===== src/design/lssw_pkg.sv =====
// ----------------------------------------------------------------------------
// lssw_pkg
// Shared types and constants for the segment LCD serial writer.
// ----------------------------------------------------------------------------
`default_nettype none

package lssw_pkg;

    // Operation codes carried on s_tuser.
    localparam logic [1:0] OP_CMD    = 2'd0;
    localparam logic [1:0] OP_NIBBLE = 2'd1;
    localparam logic [1:0] OP_GLYPH  = 2'd2;

    // Frame mode prefixes, sent first.
    localparam logic [2:0] MODE_CMD  = 3'b100;
    localparam logic [2:0] MODE_DATA = 3'b101;

    localparam logic [3:0] DP_BIT   = 4'b1000;
    localparam logic [3:0] NIB_MASK = 4'b1111;

    // Bits left to shift after the first bit of a frame.
    localparam logic [3:0] CMD_REST  = 4'd11;
    localparam logic [3:0] DATA_REST = 4'd12;

    // Display address of each nibble, indexed by {digit, nibble number}.
    localparam logic [4:0] DIGIT_ADDR_TABLE [32] = '{
        5'd1,  5'd31, 5'd30, 5'd0,
        5'd3,  5'd29, 5'd27, 5'd2,
        5'd5,  5'd28, 5'd26, 5'd4,
        5'd7,  5'd25, 5'd24, 5'd6,
        5'd9,  5'd23, 5'd22, 5'd8,
        5'd11, 5'd21, 5'd20, 5'd10,
        5'd13, 5'd19, 5'd18, 5'd12,
        5'd15, 5'd17, 5'd16, 5'd14
    };

    // One frame request between the front end and the serializer.
    typedef struct packed {
        logic       is_cmd;
        logic [4:0] addr;
        logic [7:0] data;       // command byte, or nibble in the low bits
        logic       item_end;
    } frame_t;

endpackage

`default_nettype wire


===== src/design/lssw_ram.sv =====
// ----------------------------------------------------------------------------
// lssw_ram
// Generic single-port-write, single-port-read RAM with registered read.
// ----------------------------------------------------------------------------
`default_nettype none

module lssw_ram #(
    parameter int WIDTH = 4,
    parameter int DEPTH = 32,
    parameter int AW    = $clog2(DEPTH)
) (
    input  wire logic             aclk,
    input  wire logic             we,
    input  wire logic [AW-1:0]    waddr,
    input  wire logic [WIDTH-1:0] wdata,
    input  wire logic             re,
    input  wire logic [AW-1:0]    raddr,
    output logic      [WIDTH-1:0] rdata
);

    logic [WIDTH-1:0] mem [DEPTH];
    logic [WIDTH-1:0] rdata_reg;

    always_ff @(posedge aclk) begin
        if (we) begin
            mem[waddr] <= wdata;
        end
        if (re) begin
            rdata_reg <= mem[raddr];
        end
    end

    assign rdata = rdata_reg;

endmodule

`default_nettype wire


===== src/design/lssw_front.sv =====
// ----------------------------------------------------------------------------
// lssw_front
// Accepts items, splits glyphs into nibbles, checks the shadow store and
// hands the frames that must be sent to the queue, marking the item's last.
// ----------------------------------------------------------------------------
`default_nettype none

module lssw_front
    import lssw_pkg::*;
#(
    parameter int SHADOW_DEPTH = 32
) (
    input  wire logic        aclk,
    input  wire logic        aresetn,
    input  wire logic        in_valid,
    output logic             in_ready,
    input  wire logic [1:0]  in_op,
    input  wire logic [7:0]  in_cmd,
    input  wire logic [4:0]  in_addr,
    input  wire logic [3:0]  in_nib,
    input  wire logic [15:0] in_pat,
    input  wire logic        in_dp,
    input  wire logic [2:0]  in_digit,
    input  wire logic        q_full,
    output logic             q_push,
    output frame_t           q_frame
);

    localparam int         IDX_W  = $clog2(SHADOW_DEPTH);
    localparam logic [6:0] DEPTH7 = 7'(SHADOW_DEPTH);

    function automatic logic [IDX_W-1:0] shadow_index(input logic [4:0] a);
        logic [6:0] w;
        begin
            w = {2'b00, a};
            if (w >= DEPTH7) begin
                w = w - DEPTH7;
            end
            return w[IDX_W-1:0];
        end
    endfunction

    // Item register (stage A).
    logic        it_valid_reg, it_valid_next;
    logic [1:0]  it_op_reg;
    logic [7:0]  it_cmd_reg;
    logic [4:0]  it_addr_reg;
    logic [3:0]  it_nib_reg;
    logic [15:0] it_pat_reg;
    logic        it_dp_reg;
    logic [2:0]  it_digit_reg;
    logic [1:0]  k_reg, k_next;

    // Compare stage (stage B).
    logic             b_valid_reg, b_valid_next;
    logic             b_is_cmd_reg;
    logic [4:0]       b_addr_reg;
    logic [3:0]       b_nib_reg;
    logic [7:0]       b_cmd_reg;
    logic             b_last_reg;
    logic [IDX_W-1:0] b_idx_reg;
    logic             b_fwd_hit_reg;
    logic [3:0]       b_fwd_data_reg;
    logic             b_vld_reg;

    // Held frame, so that the last sent frame of an item can be marked.
    logic   pend_valid_reg, pend_valid_next;
    logic   pend_final_reg, pend_final_next;
    frame_t pend_frame_reg, pend_frame_next;

    logic [SHADOW_DEPTH-1:0] valid_reg;

    logic             cur_is_cmd;
    logic [4:0]       cur_addr;
    logic [3:0]       cur_nib;
    logic             cur_last;
    logic [IDX_W-1:0] cur_idx;
    logic             a_fire;
    logic             accept;
    logic [3:0]       ram_rdata;
    logic [3:0]       b_old;
    logic             b_differs;
    logic             b_emit;
    logic             b_fire;
    logic             b_write;
    frame_t           b_frame;

    always_comb begin
        cur_is_cmd = (it_op_reg == OP_CMD);
        cur_addr   = '0;
        cur_nib    = '0;
        cur_last   = 1'b1;
        case (it_op_reg)
            OP_NIBBLE: begin
                cur_addr = it_addr_reg;
                cur_nib  = it_nib_reg;
            end
            OP_GLYPH: begin
                cur_addr = DIGIT_ADDR_TABLE[{it_digit_reg, k_reg}];
                cur_last = (k_reg == 2'd3);
                case (k_reg)
                    2'd0:    cur_nib = (it_pat_reg[15:12] | (it_dp_reg ? DP_BIT : 4'd0))
                                       & NIB_MASK;
                    2'd1:    cur_nib = it_pat_reg[11:8];
                    2'd2:    cur_nib = it_pat_reg[7:4];
                    default: cur_nib = it_pat_reg[3:0];
                endcase
            end
            default: begin
                cur_addr = '0;
            end
        endcase
    end

    assign cur_idx = shadow_index(cur_addr);

    // Stage B resolves whether its frame must go out.
    assign b_old     = b_fwd_hit_reg ? b_fwd_data_reg : (b_vld_reg ? ram_rdata : 4'd0);
    assign b_differs = (b_old != b_nib_reg);
    assign b_emit    = b_is_cmd_reg || b_differs;
    assign b_fire    = b_valid_reg && (!b_emit || !pend_valid_reg || !q_full);
    assign b_write   = b_fire && !b_is_cmd_reg && b_differs;

    assign a_fire   = it_valid_reg && (!b_valid_reg || b_fire);
    assign in_ready = !it_valid_reg || (a_fire && cur_last);
    assign accept   = in_valid && in_ready;

    assign q_push = pend_valid_reg && !q_full && (pend_final_reg || (b_valid_reg && b_emit));

    always_comb begin
        q_frame          = pend_frame_reg;
        q_frame.item_end = pend_final_reg;
    end

    always_comb begin
        b_frame.is_cmd   = b_is_cmd_reg;
        b_frame.addr     = b_addr_reg;
        b_frame.data     = b_is_cmd_reg ? b_cmd_reg : {4'd0, b_nib_reg};
        b_frame.item_end = 1'b0;
    end

    always_comb begin
        it_valid_next = it_valid_reg;
        k_next        = k_reg;
        if (accept) begin
            // The unused operation code is taken and dropped.
            it_valid_next = (in_op == OP_CMD) || (in_op == OP_NIBBLE) || (in_op == OP_GLYPH);
            k_next        = '0;
        end else if (a_fire) begin
            if (cur_last) begin
                it_valid_next = 1'b0;
            end else begin
                k_next = k_reg + 2'd1;
            end
        end
    end

    always_comb begin
        b_valid_next = b_valid_reg;
        if (a_fire) begin
            b_valid_next = 1'b1;
        end else if (b_fire) begin
            b_valid_next = 1'b0;
        end
    end

    always_comb begin
        pend_valid_next = pend_valid_reg;
        pend_final_next = pend_final_reg;
        pend_frame_next = pend_frame_reg;
        if (b_fire && b_emit) begin
            pend_valid_next = 1'b1;
            pend_final_next = b_last_reg;
            pend_frame_next = b_frame;
        end else if (q_push) begin
            pend_valid_next = 1'b0;
        end else if (b_fire && b_last_reg && pend_valid_reg) begin
            // Remaining nibbles were suppressed: the held frame ends the item.
            pend_final_next = 1'b1;
        end
    end

    always_ff @(posedge aclk) begin
        if (!aresetn) begin
            it_valid_reg   <= 1'b0;
            k_reg          <= '0;
            b_valid_reg    <= 1'b0;
            pend_valid_reg <= 1'b0;
            pend_final_reg <= 1'b0;
            valid_reg      <= '0;
        end else begin
            it_valid_reg   <= it_valid_next;
            k_reg          <= k_next;
            b_valid_reg    <= b_valid_next;
            pend_valid_reg <= pend_valid_next;
            pend_final_reg <= pend_final_next;
            if (b_write) begin
                valid_reg[b_idx_reg] <= 1'b1;
            end
        end
    end

    always_ff @(posedge aclk) begin
        pend_frame_reg <= pend_frame_next;
        if (accept) begin
            it_op_reg    <= in_op;
            it_cmd_reg   <= in_cmd;
            it_addr_reg  <= in_addr;
            it_nib_reg   <= in_nib;
            it_pat_reg   <= in_pat;
            it_dp_reg    <= in_dp;
            it_digit_reg <= in_digit;
        end
        if (a_fire) begin
            b_is_cmd_reg   <= cur_is_cmd;
            b_addr_reg     <= cur_addr;
            b_nib_reg      <= cur_nib;
            b_cmd_reg      <= it_cmd_reg;
            b_last_reg     <= cur_last;
            b_idx_reg      <= cur_idx;
            // The RAM returns the old entry if it is written in the read cycle.
            b_fwd_hit_reg  <= b_write && (b_idx_reg == cur_idx);
            b_fwd_data_reg <= b_nib_reg;
            b_vld_reg      <= valid_reg[cur_idx];
        end
    end

    lssw_ram #(
        .WIDTH(4),
        .DEPTH(SHADOW_DEPTH)
    ) u_shadow (
        .aclk  (aclk),
        .we    (b_write),
        .waddr (b_idx_reg),
        .wdata (b_nib_reg),
        .re    (a_fire),
        .raddr (cur_idx),
        .rdata (ram_rdata)
    );

endmodule

`default_nettype wire


===== src/design/lssw_fifo.sv =====
// ----------------------------------------------------------------------------
// lssw_fifo
// Short frame queue between the front end and the serializer.
// ----------------------------------------------------------------------------
`default_nettype none

module lssw_fifo
    import lssw_pkg::*;
(
    input  wire logic   aclk,
    input  wire logic   aresetn,
    input  wire logic   push,
    input  wire frame_t push_frame,
    input  wire logic   pop,
    output frame_t      head,
    output logic        full,
    output logic        empty
);

    logic [1:0] wptr_reg;
    logic [1:0] rptr_reg;
    logic [2:0] count_reg, count_next;
    frame_t     slots [4];

    assign full  = (count_reg == 3'd4);
    assign empty = (count_reg == 3'd0);
    assign head  = slots[rptr_reg];

    always_comb begin
        count_next = count_reg;
        if (push && !pop) begin
            count_next = count_reg + 3'd1;
        end else if (pop && !push) begin
            count_next = count_reg - 3'd1;
        end
    end

    always_ff @(posedge aclk) begin
        if (!aresetn) begin
            wptr_reg  <= '0;
            rptr_reg  <= '0;
            count_reg <= '0;
        end else begin
            count_reg <= count_next;
            if (push) begin
                wptr_reg <= wptr_reg + 2'd1;
            end
            if (pop) begin
                rptr_reg <= rptr_reg + 2'd1;
            end
        end
    end

    always_ff @(posedge aclk) begin
        if (push) begin
            slots[wptr_reg] <= push_frame;
        end
    end

endmodule

`default_nettype wire


===== src/design/lssw_back.sv =====
// ----------------------------------------------------------------------------
// lssw_back
// Serializer: shifts each queued frame out MSB first, one bit per result.
// ----------------------------------------------------------------------------
`default_nettype none

module lssw_back
    import lssw_pkg::*;
(
    input  wire logic   aclk,
    input  wire logic   aresetn,
    input  wire logic   q_empty,
    input  wire frame_t q_head,
    output logic        q_pop,
    output logic        out_valid,
    input  wire logic   out_ready,
    output logic        out_bit,
    output logic        out_frame_end,
    output logic        out_item_end
);

    logic        act_reg;
    logic [11:0] sh_reg;
    logic [3:0]  cnt_reg;
    logic        ie_reg;
    logic        ov_reg;
    logic        bit_reg;
    logic        fend_reg;
    logic        iend_reg;

    logic        load;
    logic [12:0] word;
    logic        shift_last;

    assign load       = !ov_reg || out_ready;
    assign q_pop      = load && !act_reg && !q_empty;
    assign shift_last = (cnt_reg == 4'd1);

    always_comb begin
        if (q_head.is_cmd) begin
            word = {MODE_CMD, q_head.data, 2'b00};
        end else begin
            word = {MODE_DATA, 1'b0, q_head.addr, q_head.data[3:0]};
        end
    end

    always_ff @(posedge aclk) begin
        if (!aresetn) begin
            act_reg <= 1'b0;
            ov_reg  <= 1'b0;
        end else if (load) begin
            if (act_reg) begin
                ov_reg  <= 1'b1;
                act_reg <= !shift_last;
            end else begin
                ov_reg  <= !q_empty;
                act_reg <= !q_empty;
            end
        end
    end

    always_ff @(posedge aclk) begin
        if (load) begin
            if (act_reg) begin
                bit_reg  <= sh_reg[11];
                fend_reg <= shift_last;
                iend_reg <= shift_last && ie_reg;
                sh_reg   <= {sh_reg[10:0], 1'b0};
                cnt_reg  <= cnt_reg - 4'd1;
            end else begin
                // First bit goes straight from the queue head.
                bit_reg  <= word[12];
                fend_reg <= 1'b0;
                iend_reg <= 1'b0;
                sh_reg   <= word[11:0];
                cnt_reg  <= q_head.is_cmd ? CMD_REST : DATA_REST;
                ie_reg   <= q_head.item_end;
            end
        end
    end

    assign out_valid     = ov_reg;
    assign out_bit       = bit_reg;
    assign out_frame_end = fend_reg;
    assign out_item_end  = iend_reg;

endmodule

`default_nettype wire


===== src/design/lcd_segment_serial_writer_unit.sv =====
// The first bit of an item's first sent frame passes the item register, the compare stage,
// the held frame, the queue and the serializer's output register. Throughput: one serial
// bit per cycle while the receiver is ready; a command frame holds 12 bits, a data frame 13,
// and a glyph up to four data frames. A suppressed nibble sends no serial bits.
// Reset clears all control state and the shadow valid bits, so every shadow entry reads
// as zero right away; there is no clearing pass.
// ----------------------------------------------------------------------------
// lcd_segment_serial_writer_unit
// Serializes command, nibble and glyph writes for a three-wire segment LCD
// controller, skipping data frames the display already holds.
// ----------------------------------------------------------------------------
`default_nettype none

module lcd_segment_serial_writer_unit
    import lssw_pkg::*;
#(
    parameter int SHADOW_DEPTH = 32
) (
    input  wire logic        aclk,
    input  wire logic        aresetn,
    input  wire logic        s_tvalid,
    output logic             s_tready,
    // command_code[7:0], write_address[12:8], nibble_value[16:13],
    // segment_pattern[32:17], decimal_point[33], digit_position[36:34]
    input  wire logic [39:0] s_tdata,
    // operation[1:0]
    input  wire logic [1:0]  s_tuser,
    output logic             m_tvalid,
    input  wire logic        m_tready,
    // serial_bit[0]
    output logic [7:0]       m_tdata,
    // frame_end
    output logic             m_tlast,
    // item_end[0]
    output logic             m_tuser
);

    logic   q_push;
    frame_t q_in;
    logic   q_pop;
    frame_t q_head;
    logic   q_full;
    logic   q_empty;
    logic   serial_bit;

    lssw_front #(
        .SHADOW_DEPTH(SHADOW_DEPTH)
    ) u_front (
        .aclk     (aclk),
        .aresetn  (aresetn),
        .in_valid (s_tvalid),
        .in_ready (s_tready),
        .in_op    (s_tuser),
        .in_cmd   (s_tdata[7:0]),
        .in_addr  (s_tdata[12:8]),
        .in_nib   (s_tdata[16:13]),
        .in_pat   (s_tdata[32:17]),
        .in_dp    (s_tdata[33]),
        .in_digit (s_tdata[36:34]),
        .q_full   (q_full),
        .q_push   (q_push),
        .q_frame  (q_in)
    );

    lssw_fifo u_fifo (
        .aclk       (aclk),
        .aresetn    (aresetn),
        .push       (q_push),
        .push_frame (q_in),
        .pop        (q_pop),
        .head       (q_head),
        .full       (q_full),
        .empty      (q_empty)
    );

    lssw_back u_back (
        .aclk          (aclk),
        .aresetn       (aresetn),
        .q_empty       (q_empty),
        .q_head        (q_head),
        .q_pop         (q_pop),
        .out_valid     (m_tvalid),
        .out_ready     (m_tready),
        .out_bit       (serial_bit),
        .out_frame_end (m_tlast),
        .out_item_end  (m_tuser)
    );

    assign m_tdata = {7'd0, serial_bit};

endmodule

`default_nettype wire


===== config.mk =====
export PLATFORM = sky130hd
export DESIGN_NAME = lcd_segment_serial_writer_unit
export DESIGN_NICKNAME = d
export VERILOG_FILES = /design/src/design/lssw_pkg.sv /design/src/design/lssw_ram.sv /design/src/design/lssw_front.sv /design/src/design/lssw_fifo.sv /design/src/design/lssw_back.sv /design/src/design/lcd_segment_serial_writer_unit.sv
export SDC_FILE = /design/constraint.sdc
export NUM_CORES = 1
export LEC_CHECK = 0
export ABC_AREA = 1
export BUFFER_PORTS_ARGS = -buffer_cell sky130_fd_sc_hd__clkbuf_2
export CORE_MARGIN = 3
export CORE_UTILIZATION = 45
export DETAILED_ROUTE_END_ITERATION = 8
export GPL_ROUTABILITY_DRIVEN = 0
export SLEW_MARGIN = 10
export SYNTH_ARGS = -nofsm -noshare
export SYNTH_HDL_FRONTEND = slang
export SYNTH_SLANG_ARGS = --single-unit

===== constraint.sdc =====
create_clock -name aclk -period 2.7 [get_ports aclk]
set_input_delay 0 -clock aclk [delete_from_list [all_inputs] [get_ports aclk]]
set_output_delay 0 -clock aclk [all_outputs]
set_load 0.02 [all_outputs]

# Yosys cells after proc, flatten, opt, wreduce, memory -nomap -nowiden
# Memories as Yosys holds them, arrays and structs flattened. A register that Yosys moved wholly into a read port is not among the register bits.
# Cells that the tools add are included.
# classes
n_mux,39
n_bitwise,6
addsub,6
reduce_logical,56
order_cmp,4
eq_ne,12
# ops
operator,n
32-bit OR,1
1-bit 2-to-1 mux,20
4-bit 2-to-1 mux,5
1-bit logical AND,19
1-bit logical NOT,12
"5-bit by 6-bit less-than comparator with 1-bit output, second input constant",2
12-bit 2-to-1 mux,1
4-bit case mux with 3 select lines,1
2-bit nonzero test,6
11-bit 2-to-1 mux,1
5-bit 2-to-1 mux,2
5-bit case mux with 2 select lines,1
1-bit logical OR,9
3-bit 2-to-1 mux,3
"2-bit == test, second input constant",4
4-bit case mux with 2 select lines,1
2-bit AND reduction,4
"2-bit by 1-bit adder with 2-bit output, second input constant",3
"2-bit by 1-bit == test with 1-bit output, second input constant",3
"6-bit greater-or-equal comparator, second input constant",1
2-bit logical NOT,3
5-bit NOT with 6-bit output,1
1-bit binary-select mux with 5-bit select,1
1-bit demux with 5-bit select,1
other kinds (14),18
# word_totals
n_memories,3
inputBits,46
ff_bits,145
romBits,160
out_inout_bits,12
elab_cells,163
ramBits,188
# memory_table
memory,depth,word_bits,rd,rd_ports_with_merged_regs,wr,line_no,rtl
(name not given),32,5,1,0,0,lssw_front.sv:99,"cur_addr = DIGIT_ADDR_TABLE[{it_digit_reg, k_reg}];"
u_front.u_shadow.mem,32,4,1,1,1,lssw_ram.sv:21,logic [WIDTH-1:0] mem [DEPTH];
u_fifo.slots,4,15,1,1,1,lssw_fifo.sv:23,frame_t slots [4];

# Longest topological paths before layout
# Gate-level depths: netlist of run 1.
# logic_depth
ltp_word,15
mapped_depth,18
depth_no_buf,18

# Cells and area by module
# A second synthesis of run 1 with hierarchy kept.
# hier_totals
cells_unflattened,1361
area_unflattened_um2,14660.3
# modules_own_cells
module,area_each_um2,cells_each,seq_area_each_um2,n_inst
lssw_ram,5536.6,486,3963.8,1
lssw_front,5220.0,563,3103.0,1
lssw_fifo,2788.9,203,1981.9,1
lssw_back,1051.0,100,640.6,1
lcd_segment_serial_writer_unit,63.8,9,0.0,1

# Least setup slack after synthesis of run 1
# Ideal clock, no wire load.
# synth_path
kind,register -> register
startpoint,register u_front.b_nib_reg[1]
endpoint,register u_front.it_addr_reg[0] (enable)
arrival_time_ns,2.560
path_stages_with_launch,11
n_path_buf,0
period_less_slack_ns,2.953
setup_time_ns,0.393
required_ns,2.307
setup_slack_ns,-0.253
cell_sequence,edfxtp_1 > inv_1 > nand2_1 > nand2_1 > nor2_1 > nand3_1 > nand3_1 > nand2_1 > o21ai_2 > nand2_1 > inv_1
# synth_via
elab_chain_len,11
# synth_rtl
element,line_no,rtl
from (decl),lssw_front.sv:58,logic [3:0] b_nib_reg;
from (signal assigned),lssw_front.sv:217,b_nib_reg <= cur_nib;
4-bit != test,lssw_front.sv:119,assign b_differs = (b_old != b_nib_reg);
1-bit logical OR,lssw_front.sv:120,assign b_emit = b_is_cmd_reg || b_differs;
1-bit logical NOT,lssw_front.sv:121,assign b_fire = b_valid_reg && (!b_emit || !pend_valid_reg || !q_full);
1-bit logical OR (2 in series),lssw_front.sv:121,
1-bit logical AND,lssw_front.sv:121,
1-bit logical OR,lssw_front.sv:124,assign a_fire = it_valid_reg && (!b_valid_reg || b_fire);
1-bit logical AND,lssw_front.sv:124,
1-bit logical AND,lssw_front.sv:125,assign in_ready = !it_valid_reg || (a_fire && cur_last);
1-bit logical OR,lssw_front.sv:125,
via s_tready,lcd_segment_serial_writer_unit.sv:22,"output logic s_tready,"
1-bit logical AND,lssw_front.sv:126,assign accept = in_valid && in_ready;
via u_front.accept,lssw_front.sv:79,logic accept;
to (signal assigned),lssw_front.sv:208,it_addr_reg <= in_addr;
to (decl),lssw_front.sv:47,logic [4:0] it_addr_reg;
# The timed path passes the listed nets, and every way through them passes these cells.
# A chain may end at the register's enable or synchronous reset.

# Final worst setup path of run 1
# layout_path
startpoint,register u_front.b_fwd_hit_reg
endpoint,register u_fifo.count_reg[1]
# layout_via
word_cells_on_any_way,11
cone_classes,1 x eq/ne; 2 x mux; 8 x reduce/logical
# layout_lines
element,line_no,rtl
from (decl),lssw_front.sv:62,logic b_fwd_hit_reg;
from (signal assigned),lssw_front.sv:222,b_fwd_hit_reg <= b_write && (b_idx_reg == cur_idx);
4-bit 2-to-1 mux,lssw_front.sv:118,assign b_old = b_fwd_hit_reg ? b_fwd_data_reg : (b_vld_reg ? ram_rdata : 4'd0);
4-bit != test,lssw_front.sv:119,
1-bit logical OR,lssw_front.sv:120,
1-bit logical AND,lssw_front.sv:128,assign q_push = pend_valid_reg && !q_full && (pend_final_reg || (b_valid_reg && b_emit));
1-bit logical OR,lssw_front.sv:128,
1-bit logical AND,lssw_front.sv:128,
via q_push,lcd_segment_serial_writer_unit.sv:38,logic q_push;
1-bit logical AND,lssw_fifo.sv:31,if (push && !pop) begin
3-bit 2-to-1 mux,lssw_fifo.sv:31,
via u_fifo.count_next[1],lssw_fifo.sv:22,"logic [2:0] count_reg, count_next;"
to (signal assigned),lssw_fifo.sv:44,count_reg <= count_next;
to (decl),lssw_fifo.sv:22,
# The timed path passes the listed nets, and every way through them passes these cells.

==> qor.txt, run 1 <==
Outcome - complete, no violations
Crit share post-route - 96.4%
Final hold violations - 0
Largest net degree at the start of global routing - 45
Total Power - 12.8 mW
Synthesized area - 14600 µm²
Wire length per cell - 16.4 µm
Yosys reg bits - 339
DR DRC count - 0
Antenna violations before repair - 0
Reg power frac - 48.8%
Net Switching - 3.33 mW
Most frequent CP cell - nand2_1
Detailed-route via count - 9701
Unrepaired setup endpoints after global routing - yes
Commonest register cell after synthesis - edfxtp_1
TritonRoute pass-1 iters - 5
Worst slew margin - 36.9%
DIE HEIGHT - 186 µm
Grt total ovfl - 0
Root Driver - clkbuf_16
Final setup viols - 0
Top achievable clock speed - 0.384 GHz
Clock power frac - 36.5%
Cells after Synth - 1387
Worst Path Max Fanout - 5
Vias in the first global route - 9669
HP Start - s_tdata[10]
FF-to-FF path depth - 15
Core ar. - 31700 µm²
PortBufs - 47
Worst skew pair latency - 0.52 ns
Cell family with most CP delay - adder cells
Combinational power share - 14.7%
Reg2reg start - u_front.b_fwd_hit_reg$_DFFE_PP_
Starting Density - 45.9%
Total GRT Usage - 18.9%
VDD IR-drop max - 0.000561 V
CP arrival - 3.01 ns
WHS - 0.203 ns
Register area share after synthesis - 66.6%
Yosys cell types - 44
Min-Delay Endpoint - u_front.it_addr_reg[2]$_DFFE_PP_
Hpwl dp - 20200 µm
Worst-path cell chain - clkinvlp_4, buf_4, o211ai_1, nand2_1, nor2_1, nand3_2, nand2_1, nand2_1, nand2_2, inv_1, ha_1, inv_1, fa_2, o21ai_1, a21oi_1
Num ports - 58
FF-to-FF End - u_fifo.count_reg[1]$_SDFFE_PN0P_
Worst-margin pin slew - 0.938 ns
Pwr Density - 750 nW/µm²
Worst setup startpoint - u_front.b_fwd_hit_reg$_DFFE_PP_
Final Non-Filler Cells - 1943
Cell total after placement - 1832
Kind of critical path - register to register
Drt total wl - 31800 µm
Bufs on Longest Clock Path - 3
CTS tree - done
Min cycle time layout - 2.60 ns
Crit path buffers/inverters - 4
Avg Inst Size Synth - 10.5 µm²
Post-synth EDFFs - 290
Post-DRT Antenna Nets - 0
Clock-pin slew on the worst setup and hold paths - 0.06 ns
Layout Skew - 0.0218 ns
Antenna diodes - 0
Yosys synthesis warning count - 0
Hold Path Cell Cnt - 2
CP max stage delay - 0.45 ns
Die area - 34500 µm²
DR iter-0 viols - 754
Standby leakage power - 7.09 nW
Reg-to-reg setup timing slack - 0.1 ns
CP Launch Type - register
CP Data Required Time - 3.10 ns
Share of cells above drive strength 1 - 11.5%
Number of buffers created by CTS - 36
Fin nets - 1577
Async S/R FF share, synth - 0%
First-pass GRT wire length - 51300 µm
P_int - 9.45 mW
Net Sw Frac - 26.1%
CP max stage cell - fa_2
Max cap viols - 0
Routed vias/inst - 4.99
FP Rows - 65
Final Cell Area - 17000 µm²
Placed Instance Area - 15500 µm²
Fill cells - 2756
Hold Crit Class - primary input to register
CTS HTree Levels - 2
Horiz. Die Dim - 186 µm
Max reg flops - 128
CP endpoint kind - register
Clock sinks - 339
Synth-to-Final Area Change - 17.0%
Slew Limit Fails - 0
[kinds of logic (layout without fill, tap and decap cells)]
kind of cell / count (synthesis) / count (layout) / share of synthesized area [%]
other cells: 1 / 7 / 0.0258
compound gates: 127 / 127 / 4.86
flops: 339 / 339 / 66.6
buf+inv: 288 / 436 / 8.09
simple gates: 611 / 611 / 18.7
xor+xnor: 4 / 4 / 0.241
fa+ha+maj: 17 / 17 / 1.51
[power groups by stage]
stage / clock network (mW) / logic [mW] / registers (mW)
5_1_grt: 4.97 / 2.13 / 6.26
4_1_cts: 4.76 / 1.86 / 6.23
3_3_place_gp: 0 / 1.77 / 6.33
6_report: 4.67 / 1.87 / 6.23
2_1_floorplan: 0 / 1.22 / 6.32
3_5_place_dp: 0 / 1.80 / 6.34
[how the worst max path moves through the flow]
stage / slack (ns) / cells after the start / endpoint
after global placement: 0.25 / 17 / u_front.u_shadow.rdata[0]$_DFFE_PP_
final: 0.1 / 15 / u_fifo.count_reg[1]$_SDFFE_PN0P_
after floorplan: 0.06 / 10 / u_front.it_addr_reg[0]$_DFFE_PP_
after CTS: 0.1 / 18 / u_fifo.count_reg[2]$_SDFFE_PN0P_
after detailed placement: 0.16 / 18 / u_fifo.count_reg[2]$_SDFFE_PN0P_
after global routing: -0.07 / 15 / u_fifo.count_reg[1]$_SDFFE_PN0P_
[metrics by stage]
step	worst slack [ns]	util [%]	TNS, ns
floorplan	0.0550	-	0
global placement	0.251	48.7	0
detailed placement	0.156	48.7	0
CTS	0.0991	53.5	0
global route	-0.0744	53.7	-1.02
finish	0.0962	53.7	0
[layer usage]
layer | wire, µm | part of all wire (%) | global-route usage [%]
met5 | 0 | 0 | 0
met4 | 782 | 2.5 | 5.54
met3 | 1530 | 4.8 | 2.68
met2 | 15300 | 48 | 32.0
met1 | 14200 | 45 | 25.6
[final cells by class]
type	instances	area (µm²)	share of cell area [%]
sequential	339	9690	56.9
multi-input combinational	766	3720	21.9
timing repair buffer	137	1120	6.55
clock buffer	47	973	5.72
inverter	233	878	5.16
tap	402	503	2.95
clock inverter	18	136	0.801
timing repair inverter	1	7.51	0.0441
[synthesized netlist by cell type (4+ instances only)]
cell type	number	area, µm²
nand2_1	300	1130
edfxtp_1	290	8710
inv_1	223	837
nand3_1	172	861
nor2_1	89	334
a21oi_1	50	250
dfxtp_1	49	981
o21ai_0	44	220
nand3b_1	25	188
buf_2	20	100
clkbuf_1	19	71.3
ha_1	16	200
o22ai_1	13	81.3
buf_4	11	82.6
inv_2	7	26.3
nor3_2	7	70.1
nand2_2	6	37.5
buf_6	4	45.0
o21ai_1	4	20.0
[what timing repair did]
action,in CTS,in global routing
endpoints found under the setup margin,0,1
buffers inserted,0,3
hold buffers,42,0
hold endpoints to repair,53,0
gates resized for setup,0,8
[placed cells by master, fill, tap and decap left out, types with 2 or more instances in the layout]
cell           netlist  layout
nor2_1              89      89
o21ai_2              1       2
a22o_1               2       2
buf_4               11      40
o211ai_1             3       3
nand3_1            172     171
dlygate4sd3_1        0      42
nand2_1            300     300
xor2_1               3       3
o21ai_0             44      41
ha_1                16      16
bufinv_16            0       2
nand3b_1            25      25
o21ai_1              4       6
inv_1              223     222
clkbuf_1            19       9
nand3_2              1       2
nor3_1               3       3
a21oi_1             50      49
clkinv_2             0       5
inv_6                0       2
dfxtp_1             49      49
nand2_4              3       3
clkinv_1             3      12
clkbuf_2             0      47
clkbuf_16            0      37
o22ai_1             13      13
clkinvlp_4           0       2
nor3_2               7       7
nand2_2              6       6
a21oi_2              1       2
edfxtp_1           290     290
inv_2                7       7
conb_1               1       7
buf_12               0       8
a31oi_1              3       3
Note: power is estimated with default switching activity, not from simulation.
==> run 2: changes to the inputs <==
--- a/config.mk
+++ b/config.mk
@@ -6,10 +6,10 @@
 export NUM_CORES = 1
 export LEC_CHECK = 0
 export ABC_AREA = 1
-export BUFFER_PORTS_ARGS = -buffer_cell sky130_fd_sc_hd__clkbuf_2
 export CORE_MARGIN = 3
 export CORE_UTILIZATION = 45
 export DETAILED_ROUTE_END_ITERATION = 8
+export DONT_BUFFER_PORTS = 1
 export GPL_ROUTABILITY_DRIVEN = 0
 export SLEW_MARGIN = 10
 export SYNTH_ARGS = -nofsm -noshare
==> run 2 against run 1 <==
Via count down 1.1%. Final cell count down 2.4%. Non-clock buffer count down 46. Power up 3.5%. First-iteration DRC count down 6.8%. Register-to-register slack better by 0.09 ns. Worst setup slack better by 0.090 ns. Cell area down 0.58%. Count of clock-buffer cells in the layout up 3. Core utilization down 0.31 points. Largest power group unchanged.
==> qor.txt, run 2 (synthesis gave the netlist of run 1 again) <==
Outcome - complete, no violations
Grt total ovfl - 0 (unchanged)
Starting Density - 45.9% (unchanged)
Largest net degree at the start of global routing - 44 (-2.2%)
Synth-to-Final Area Change - 16.3%
Highest-count cells in the layout ignoring fill and taps - nand2_1, edfxtp_1, inv_1, nand3_1, nor2_1
Worst-margin pin slew - 0.760 ns (-0.178 ns)
TritonRoute pass-1 iters - 6 (+1)
Fin nets - 1531 (-2.9%)
Hold Crit Class - primary input to register
Antenna violations before repair - 0 (unchanged)
FP Rows - 65 (unchanged)
Hpwl dp - 20000 µm (-1.2%)
Worst Path Max Fanout - 31 (+26)
Root Driver - clkbuf_16
Clock sinks - 339 (unchanged)
CP endpoint kind - register
Wire length per cell - 16.5 µm (+0.81%)
Vias in the first global route - 9440 (-2.4%)
Total GRT Usage - 18.5% (-0.43 points)
CP Data Required Time - 2.92 ns (-0.18 ns)
Total Power - 13.2 mW (+3.5%)
Post-DRT Antenna Nets - 0 (unchanged)
Final Cell Area - 16900 µm² (-0.58%)
Crit share post-route - 93.1% (-3.3 points)
Routed vias/inst - 5.06 (+1.3%)
Antenna diodes - 0 (unchanged)
Layout Skew - 0.0255 ns (+0.00372 ns)
Core ar. - 31700 µm² (unchanged)
Clock-pin slew on the worst setup and hold paths - 0.06 ns (about the same)
Placed Instance Area - 15200 µm² (-1.6%)
Most common cell after layout, fill and taps aside - nand2_1
VDD IR-drop max - 0.000571 V (+1.7%)
Share of cells above drive strength 1 - 8.76% (-2.7 points)
Detailed-route via count - 9599 (-1.1%)
Kind of critical path - register to register
Worst skew pair latency - 0.52 ns (about the same)
Max cap viols - 0 (unchanged)
Number of buffers created by CTS - 37 (+2.8%)
DIE HEIGHT - 186 µm (unchanged)
Standby leakage power - 6.95 nW (-1.9%)
CTS HTree Levels - 2 (unchanged)
Worst slew margin - 49.2% (+12 points)
Num ports - 58 (unchanged)
First-pass GRT wire length - 50100 µm (-2.4%)
Min cycle time layout - 2.51 ns (-0.0899 ns)
Pwr Density - 781 nW/µm² (+4.1%)
DR DRC count - 0 (unchanged)
CP Launch Type - register
PortBufs - 0 (-100%)
CTS tree - done
Final setup viols - 0 (unchanged)
CP arrival - 2.73 ns (-0.28 ns)
Top achievable clock speed - 0.398 GHz (+3.6%)
Slew Limit Fails - 0 (unchanged)
Max reg flops - 128 (unchanged)
Drt total wl - 31300 µm (-1.6%)
Final hold violations - 0 (unchanged)
DR iter-0 viols - 703 (-6.8%)
Die area - 34500 µm² (unchanged)
Horiz. Die Dim - 186 µm (unchanged)
Bufs on Longest Clock Path - 3 (unchanged)
-- run 2: final timing paths --
path                                             to  depth (start not counted)  slack [ns]                             from
hold / removal      u_front.it_nib_reg[0]$_DFFE_PP_                          1         0.1                      s_tdata[13]
setup reg to reg  u_front.it_digit_reg[1]$_DFFE_PP_                         12        0.19  u_front.b_fwd_hit_reg$_DFFE_PP_
hold reg to reg      u_front.b_cmd_reg[3]$_DFFE_PP_                          0        0.42  u_front.it_cmd_reg[3]$_DFFE_PP_
setup / recovery  u_front.it_digit_reg[1]$_DFFE_PP_                         12        0.19  u_front.b_fwd_hit_reg$_DFFE_PP_
-- run 2: layout make-up --
cell class	count	area (µm²)
Multi-Input combinational cell	766	3730
Sequential cell	339	9690
Clock inverter	16	233
Fill cell	2732	14800
Timing Repair Buffer	91	876
Inverter	233	881
Clock buffer	50	1020
Tap cell	402	503
-- run 2: worst max-delay path, stage by stage, from the launching register on --
cell        delay [ns]
edfxtp_1          0.43
inv_4             0.12
nand3_1           0.10
o211ai_1          0.10
nand2_1           0.07
nor2_1            0.18
nand3_2           0.13
nand3_1           0.13
nand2_1           0.13
o21ai_4           0.27
nand2_1           0.17
clkinvlp_4        0.16
buf_12            0.21
-- run 2: through the flow --
stage | hold slack, ns | TNS (ns) | setup slack (ns) | utilization [%] | std cells
final | 0.0958 | 0 | 0.186 | 53.4 | 1897
after global routing | 0.0970 | -0.0000941 | -0.0000941 | 53.4 | 1897
after CTS | 0.0834 | 0 | 0.0567 | 53.2 | 1893
after detailed placement | 0.0989 | 0 | 0.0604 | 47.9 | 1785
after global placement | 0.0989 | 0 | 0.133 | 47.9 | 1785
after floorplan | 0.0989 | 0 | 0.0550 | - | 1393
-- run 2: report_power, final --
part	total [mW]	switching [mW]	internal (mW)	leakage (nW)
combinational	1.77	1.17	0.592	3.27
sequential	6.27	0.190	6.08	3.08
clock	5.19	1.97	3.22	0.601
total	13.2	3.33	9.89	6.95
-- run 2: metal layers --
metal / vias up / GRT usage (%) / routed length, µm
met5: - / 0 / 0
met2: 220 / 31.4 / 15100
met1: 4577 / 25.0 / 14100
li1: 4755 / - / -
met3: 47 / 2.56 / 1430
met4: 0 / 5.39 / 671
-- run 2: timing repair --
item | in CTS | in global routing
buffers inserted | 0 | 4
hold endpoints to repair | 70 | 0
gates resized for setup | 0 | 6
hold buffers | 42 | 0
endpoints found under the setup margin | 0 | 38
